--- config.mk ---
export PLATFORM = sky130hd
export DESIGN_NAME = laxity_task_scheduler
export DESIGN_NICKNAME = d
export VERILOG_FILES = /design/src/rtl/core/lts_pkg.sv /design/src/rtl/core/laxity_task_scheduler.sv
export SDC_FILE = /design/constraint.sdc
export NUM_CORES = 2
export LEC_CHECK = 0
export ABC_AREA = 1
export BUFFER_PORTS_ARGS = -buffer_cell sky130_fd_sc_hd__buf_2
export CAP_MARGIN = 20
export CORE_AREA = 5 5 441 443
export DETAILED_ROUTE_END_ITERATION = 12
export DIE_AREA = 0 0 446 448
export MAX_ROUTING_LAYER = met4
export PLACE_DENSITY = 0.62
export SLEW_MARGIN = 10
export SYNTH_ARGS = -nofsm -noshare
export SYNTH_HDL_FRONTEND = slang
export SYNTH_SLANG_ARGS = --single-unit
--- constraint.sdc ---
create_clock -name clk -period 12.84 [get_ports clk]
set_clock_uncertainty 0.1 [all_clocks]
set_input_delay 1.284 -clock clk [delete_from_list [all_inputs] [get_ports clk]]
set_output_delay 1.284 -clock clk [all_outputs]
set_load 0.05 [all_outputs]
--- src/rtl/core/lts_pkg.sv ---
// Shared types and constants of the laxity task scheduler.
package lts_pkg;

  localparam int NTASK = 6;
  localparam logic [2:0] IDLE_TASK = 3'd6;
  localparam logic signed [31:0] PRIO_NONE = 32'sd32767;

  typedef enum logic [1:0] {
    PH_WAITING = 2'd0,
    PH_READY   = 2'd1,
    PH_RUNNING = 2'd2,
    PH_ENDED   = 2'd3
  } phase_t;

  localparam logic [1:0] FN_RELEASE  = 2'd0;
  localparam logic [1:0] FN_FINISH   = 2'd1;
  localparam logic [1:0] FN_SCHEDULE = 2'd2;

  localparam logic [2:0] REG_HALT_EN = 3'd6;

  // one task entry as held in the state memory
  typedef struct packed {
    logic [1:0]         phase;
    logic [31:0]        start_stamp;
    logic [31:0]        end_stamp;
    logic signed [11:0] base;
    logic [7:0]         fault_count;
  } task_entry_t;

  localparam int ENTRY_W = $bits(task_entry_t);

  function automatic logic signed [11:0] base_init(input logic [2:0] i);
    case (i)
      3'd0: base_init = 12'sd10;
      3'd2: base_init = -12'sd30;
      3'd4: base_init = -12'sd30;
      3'd5: base_init = -12'sd100;
      default: base_init = 12'sd0;
    endcase
  endfunction

endpackage

--- src/rtl/core/laxity_task_scheduler.sv ---
// Top level of the six-task least-laxity-first event scheduler.
//
// Use: event words enter on s_axis (tuser: func; tdata: task_index, now_tick
// from bit 0 up); each event yields exactly one result word on m_axis.
// The user must write budgets and halt enable on the cfg port only while
// idle; the block itself does not enforce it. Task state sits in a six-entry
// synchronous memory, read in the cycle after its address. Release and
// finish touch one entry: the result is set in ST_CHK after the ST_RD
// read; ignored and halted events answer directly from ST_IDLE. A schedule
// walks all six entries with read, check, fix, write back and compare; an
// active entry adds a restoring divider pass for its priority, and a demoted
// old runner adds a further read and check pass. Only one event is in
// flight; the result stays in an output register until m_axis_tready is
// high, and the next event is taken the cycle after that word is accepted.
// Reset: an ST_CLEAR sweep loads the reset entries (waiting, zero stamps,
// base 10,0,-30,0,-30,-100, zero faults); no event is taken during it.
// After a master fault every later event returns halted without effect.
module laxity_task_scheduler (
  input  logic        clk,
  input  logic        rst,
  input  logic        cfg_we,
  input  logic [2:0]  cfg_index,
  input  logic [15:0] cfg_data,
  input  logic        s_axis_tvalid,
  output logic        s_axis_tready,
  input  logic [1:0]  s_axis_tuser,   // func[1:0]
  input  logic [39:0] s_axis_tdata,   // task_index[2:0], now_tick[34:3]
  output logic        m_axis_tvalid,
  input  logic        m_axis_tready,
  output logic [47:0] m_axis_tdata    // chosen_task[2:0], chosen_priority[34:3],
                                      // fault_mask[40:35], wake_request[41], halted[42]
);
  import lts_pkg::*;

  typedef enum logic [8:0] {
    ST_CLEAR = 9'b000000001,
    ST_IDLE  = 9'b000000010,
    ST_RD    = 9'b000000100,
    ST_CHK   = 9'b000001000,
    ST_DIV   = 9'b000010000,
    ST_CMP   = 9'b000100000,
    ST_FIX   = 9'b001000000,
    ST_FIX2  = 9'b010000000,
    ST_OUT   = 9'b100000000
  } state_t;

  state_t state;
  logic [15:0] budget [NTASK];
  logic halt_enable;

  task_entry_t mem [NTASK];
  task_entry_t rd_data;
  logic [2:0] rd_addr;
  logic mem_we;
  logic [2:0] wr_addr;
  task_entry_t wr_data;

  logic [2:0] idx;
  logic [1:0] func;
  logic [31:0] now;
  logic [2:0] running_task;
  logic halt_flag;
  task_entry_t ent;
  task_entry_t win_ent;
  logic [5:0] mask;
  logic signed [32:0] best;
  logic [2:0] next_task;
  logic out_valid;
  logic [47:0] out_data;

  // divider: |num| / b, num up to 66 bits signed
  logic [65:0] dividend;
  logic [15:0] divisor;
  logic [15:0] rem;
  logic [6:0] div_cnt;
  logic num_neg;

  logic [15:0] b_eff;
  assign b_eff = (budget[idx] == 16'd0) ? 16'd1 : budget[idx];

  always_ff @(posedge clk) begin
    if (mem_we) mem[wr_addr] <= wr_data;
    rd_data <= mem[rd_addr];
  end

  // run-check values of current entry
  logic [31:0] run;
  logic signed [12:0] base_up, base_dn;
  logic [7:0] fc_inc;
  assign run = ent.end_stamp - ent.start_stamp;
  assign base_up = 13'(ent.base) + 13'sd5;
  assign base_dn = 13'(ent.base) - 13'sd5;
  assign fc_inc = (ent.fault_count == 8'd255) ? 8'd255 : ent.fault_count + 8'd1;

  // numerator = (b - elapsed)*100 + base*b
  logic [31:0] elapsed;
  logic signed [33:0] lax;
  logic signed [28:0] base_b;
  logic signed [65:0] num;
  assign elapsed = now - ent.start_stamp;
  assign lax = $signed({18'd0, b_eff}) - $signed({2'd0, elapsed});
  assign base_b = ent.base * $signed({1'b0, b_eff});
  assign num = 66'(lax) * 66'sd100 + 66'(base_b);

  logic [16:0] rem_sh;
  logic [16:0] rem_sub;
  assign rem_sh = {rem, dividend[65]};
  assign rem_sub = rem_sh - {1'b0, divisor};

  logic signed [66:0] q;
  logic signed [32:0] q_sat;
  always_comb begin
    q = num_neg ? -$signed({1'b0, dividend}) : $signed({1'b0, dividend});
    if (q < -67'sd2147483648) q_sat = -33'sd2147483648;
    else if (q > 67'sd2147483647) q_sat = 33'sd2147483647;
    else q_sat = q[32:0];
  end

  assign s_axis_tready = (state == ST_IDLE) && !out_valid;
  assign m_axis_tvalid = out_valid;
  assign m_axis_tdata = out_data;

  always_ff @(posedge clk) begin
    mem_we <= 1'b0;
    if (rst) begin
      state <= ST_CLEAR;
      idx <= 3'd0;
      rd_addr <= 3'd0;
      out_valid <= 1'b0;
      running_task <= IDLE_TASK;
      halt_flag <= 1'b0;
      halt_enable <= 1'b1;
      for (int i = 0; i < NTASK; i++) budget[i] <= 16'd100;
    end else begin
      if (cfg_we) begin
        if (cfg_index < REG_HALT_EN) budget[cfg_index] <= cfg_data;
        else if (cfg_index == REG_HALT_EN) halt_enable <= cfg_data[0];
      end
      if (out_valid && m_axis_tready) out_valid <= 1'b0;
      case (state)
        ST_CLEAR: begin
          mem_we <= 1'b1;
          wr_addr <= idx;
          wr_data <= '{phase: PH_WAITING, start_stamp: '0, end_stamp: '0,
                       base: base_init(idx), fault_count: '0};
          if (idx == 3'd5) begin
            idx <= 3'd0;
            state <= ST_IDLE;
          end else idx <= idx + 3'd1;
        end
        ST_IDLE: begin
          if (s_axis_tvalid && s_axis_tready) begin
            func <= s_axis_tuser;
            now <= s_axis_tdata[34:3];
            mask <= '0;
            best <= 33'(PRIO_NONE);
            next_task <= IDLE_TASK;
            out_data <= {5'd0, halt_flag, 1'b0, 6'd0, PRIO_NONE, running_task};
            if (halt_flag) out_valid <= 1'b1;
            else begin
              case (s_axis_tuser)
                FN_RELEASE: begin
                  out_data[41] <= (running_task == IDLE_TASK);
                  if (s_axis_tdata[2:0] < IDLE_TASK) begin
                    idx <= s_axis_tdata[2:0];
                    rd_addr <= s_axis_tdata[2:0];
                    state <= ST_RD;
                  end else out_valid <= 1'b1;
                end
                FN_FINISH: begin
                  if (running_task < IDLE_TASK) begin
                    out_data[41] <= 1'b1;
                    idx <= running_task;
                    rd_addr <= running_task;
                    state <= ST_RD;
                  end else out_valid <= 1'b1;
                end
                FN_SCHEDULE: begin
                  idx <= 3'd0;
                  rd_addr <= 3'd0;
                  state <= ST_RD;
                end
                default: out_valid <= 1'b1;
              endcase
            end
          end
        end
        ST_RD: state <= ST_CHK; // memory read in flight
        ST_CHK: begin
          ent <= rd_data;
          if (wr_addr == idx && mem_we) ent <= wr_data;
          if (func == FN_RELEASE) begin
            if (rd_data.phase == PH_WAITING) begin
              mem_we <= 1'b1;
              wr_addr <= idx;
              wr_data <= rd_data;
              wr_data.phase <= PH_READY;
              wr_data.start_stamp <= now;
            end
            out_valid <= 1'b1;
            state <= ST_IDLE;
          end else if (func == FN_FINISH) begin
            mem_we <= 1'b1;
            wr_addr <= idx;
            wr_data <= rd_data;
            wr_data.phase <= PH_ENDED;
            wr_data.end_stamp <= now;
            out_valid <= 1'b1;
            state <= ST_IDLE;
          end else state <= ST_FIX;
        end
        ST_FIX: begin
          state <= ST_FIX2;
          // run-time check of an ended task
          if (ent.phase == PH_ENDED) begin
            ent.phase <= PH_WAITING;
            if (run < 32'(b_eff[15:1])) begin
              mask[idx] <= 1'b1;
              ent.fault_count <= fc_inc;
              ent.base <= (base_up > 13'sd2047) ? 12'sd2047 : base_up[11:0];
            end else if (run > 32'(b_eff)) begin
              mask[idx] <= 1'b1;
              ent.fault_count <= fc_inc;
              if (ent.base > -12'sd100)
                ent.base <= (base_dn < -13'sd100) ? -12'sd100 : base_dn[11:0];
              else if (idx == 3'd5 && halt_enable) begin
                // master fault: keep task ended, count it, stop
                mem_we <= 1'b1;
                wr_addr <= idx;
                wr_data <= ent;
                wr_data.fault_count <= fc_inc;
                halt_flag <= 1'b1;
                out_data <= {5'd0, 1'b1, 1'b0, mask | 6'b100000, PRIO_NONE,
                             running_task};
                out_valid <= 1'b1;
                state <= ST_IDLE;
              end
            end
          end
        end
        ST_FIX2: begin
          mem_we <= 1'b1;
          wr_addr <= idx;
          wr_data <= ent;
          if (ent.phase != PH_WAITING) begin
            num_neg <= num[65];
            dividend <= num[65] ? 66'(-num) : 66'(num);
            divisor <= b_eff;
            rem <= '0;
            div_cnt <= 7'd0;
            state <= ST_DIV;
          end else state <= ST_CMP;
        end
        ST_DIV: begin
          if (rem_sub[16]) begin
            rem <= rem_sh[15:0];
            dividend <= {dividend[64:0], 1'b0};
          end else begin
            rem <= rem_sub[15:0];
            dividend <= {dividend[64:0], 1'b1};
          end
          if (div_cnt == 7'd65) state <= ST_CMP;
          div_cnt <= div_cnt + 7'd1;
        end
        ST_CMP: begin
          if (ent.phase != PH_WAITING && q_sat < best) begin
            best <= q_sat;
            next_task <= idx;
            win_ent <= ent;
          end
          if (idx == 3'd5) state <= ST_OUT;
          else begin
            idx <= idx + 3'd1;
            rd_addr <= idx + 3'd1;
            state <= ST_RD;
          end
        end
        ST_OUT: begin
          // demote old runner, promote winner, one entry per pass
          if (running_task < IDLE_TASK && running_task != next_task) begin
            idx <= running_task;
            rd_addr <= running_task;
            func <= 2'd3;
            running_task <= IDLE_TASK;
            state <= ST_RD;
          end else begin
            if (next_task < IDLE_TASK && running_task != next_task) begin
              mem_we <= 1'b1;
              wr_addr <= next_task;
              wr_data <= win_ent;
              wr_data.phase <= PH_RUNNING;
            end
            running_task <= next_task;
            out_data <= {5'd0, 1'b0, 1'b0, mask, best[31:0], next_task};
            out_valid <= 1'b1;
            state <= ST_IDLE;
          end
        end
        default: state <= ST_IDLE;
      endcase
      // demote pass: entry read for func 3
      if (state == ST_CHK && func == 2'd3) begin
        state <= ST_OUT;
        if (rd_data.phase == PH_RUNNING) begin
          mem_we <= 1'b1;
          wr_addr <= idx;
          wr_data <= rd_data;
          wr_data.phase <= PH_READY;
        end
      end
    end
  end

endmodule
==> impl_metrics.toml <==
[critical_path]
cp_max_fo = 64
worst-setup-path-type = "flop to flop"
cp.arrival_ns = 12.07
critPathMostFrequentCell = "ha_1"
crit_slowest_cell = "buf_4"
critPathCaptureType = "flop"
critical_path_required_ns = 13.27
cpPeakStageDelay_ns = 0.58
start_kind = "flop"

[synth]
synthDistinctLibCells = 77
syn_inst = 8249
synth_edf_count = 1056
synthArstFlopShare_pct = 0
ys_ff_latch = 1159
syn_avg_cell_area_sq_um = 8.913
yosys_warnings = 0
ys_seq_area_share_pct = 45.94
synth_top_flop_cell = "edfxtp_1"
syn_area_sq_um = 73520

[timing]
finalSetupViolCount = 0
timing.setup.tns_ns = 0
max-slew-margin-rel_pct = 18.10
rsz0062_at_grt = "no"
period_share_pct = 90.63
fmax_ghz = 0.08593
min_period_ns = 11.64
post-route-worst-setup-slack_ns = 1.203
slew_violations = 0
finalHoldViolations = 0
worstMarginPinSlew_ns = 1.229

[status]
outcome = "finished, final reports clean"

[clocking]
clock_latency_ns = 0.82
htreeDepth = 3
cts.path.max_buffers = 3
clock_sinks = 1159
hold_buffers = 0
post_cts_resize_count = 0
post_cts_buffers = 0
cts_made_buffers = 120
clk_pin_slew_ns = 0.06
cts_root_buf = "clkbuf_16"
cts_tree = "done"

[global_route]
grt_start_max_net_pins = 95
grt_pass1_vias = 58721
grt-ovfl-total = 0
grt_pass1_wl_mm = 349.9
antenna_found_initial = 9
track_usage_pct = 23.17

[cells_and_area]
nets = 8955
mostFrequentLayoutCell = "nand2_1"
layout_common_cells = "1611 x nand2_1, 1188 x inv_1, 1056 x edfxtp_1"
area_growth_pct = 10.45
final_util_pct = 42.83
drive_gt1_share_pct = 6.519
finalInstanceArea_sq_um = 81210

[place]
io_buffers = 105
hpwl_mm = 159.9
pre_cts_slack_ns = 1.212
place.gp.congestion = 0.9579
placed_area_sq_um = 76920

[floorplanning]
fp.dieH_microns = 448
io_pins = 116
die_x_microns = 446
start_util_pct = 38.78
die-area_sq_um = 199800
rows = 160
core_area_sq_um = 189600

[min_path]
hold_class = "flop to flop"

[drt]
wl_mm = 228.6
via_count = 59986
avgViaCountPerCell = 5.500
first_pass_iters = 8
drt_iter0_markers = 6080
drt.antenna.violating_nets = 0
wire_per_inst_microns = 20.96
drcViolationCount = 0

[job]
maxCapViolCount = 0
-- registers in the layout, summed over array words and instances (netlist names), 9 cells and up, named ones only --
register      count
mem             468
budget          128
ent              78
rd_data          78
wr_data          78
win_ent          76
dividend         66
m_axis_tdata     43
best             33
now              32
divisor          16
rem              16
state             9
-- path summary, 6_finish.rpt --
kind | start | endpoint | slack, ns | cells after the start
min reg2reg | ent[19] | win_ent[19] | 0.36 | 0
max reg2reg | flop | dividend[40] | 1.20 | 51
min | ent[19] | win_ent[19] | 0.36 | 0
max | flop | dividend[40] | 1.20 | 51
-- cell usage after synthesis (23+ instances only) --
cell | number | area [sq um]
fa_1 | 192 | 3844
o211ai_1 | 27 | 202.7
buf_1 | 35 | 131.4
inv_1 | 1192 | 4474
xnor2_1 | 77 | 674.4
buf_2 | 26 | 130.1
nand4_1 | 147 | 919.6
o21ai_1 | 56 | 280.3
clkbuf_1 | 250 | 938.4
a21oi_1 | 381 | 1907
nand3_1 | 364 | 1822
clkinv_1 | 23 | 86.33
nor3_1 | 65 | 325.3
o221ai_1 | 44 | 385.4
a32o_1 | 102 | 1021
dfxtp_1 | 103 | 2062
nor2_1 | 844 | 3168
nand2_1 | 1615 | 6062
a221oi_1 | 54 | 473.0
edfxtp_1 | 1056 | 31710
xor2_1 | 168 | 1471
a211oi_1 | 38 | 285.3
ha_1 | 413 | 5167
o21ai_0 | 524 | 2623
o22ai_1 | 126 | 788.3
-- metal layers --
metal,up-vias,global-route usage [%],share of wire (%)
met5,-,-,0
met4,0,9.342,4.2
met3,465,3.518,8.3
met2,2554,35.12,44
met1,28963,31.33,44
li1,28004,-,-
-- through the flow --
stage | cells | hold slack (ns)
2_1_floorplan | 8285 | 0.3244
3_3_place_gp | 10671 | 0.3360
3_5_place_dp | 10671 | 0.3413
4_1_cts | 10900 | 0.3594
5_1_grt | 10907 | 0.3719
6_report | 10907 | 0.3631
-- logic make-up after synthesis --
| kind of cell | count (synthesis) | share of synthesized area, % |
|---|---|---|
| AND/OR/NAND/NOR | 3144 | 17.78 |
| multiplexers | 11 | 0.1498 |
| XOR/XNOR | 249 | 3.007 |
| other | 1 | 0.005101 |
| adder cells (fa/ha/maj) | 605 | 12.26 |
| AO/OA/AOI/OAI | 1512 | 12.67 |
| flip-flops | 1159 | 45.94 |
| buffers and inverters | 1568 | 8.198 |
-- worst max-delay path: cells and delay by family, from the launching register on --
family          cells  cell delay, ns
compound gates      9            1.75
simple gates       21            2.91
flops               1            0.33
fa+ha+maj          12            4.43
buf+inv             6            0.97
xor+xnor            3            0.78
-- final cells by class --
cell class	count	area, sq um
Tap cell	2511	3142
Inverter	1237	4663
Timing Repair Buffer	208	1351
Multi-Input combinational cell	5558	34030
Sequential cell	1159	33780
Clock inverter	81	1022
Clock buffer	148	3198
Fill cell	18367	108400
Antenna cell	5	12.51
Power is left out: the tool's default activity adds up to more than one toggle a clock period on the data nets, which glitch-free logic cannot reach.
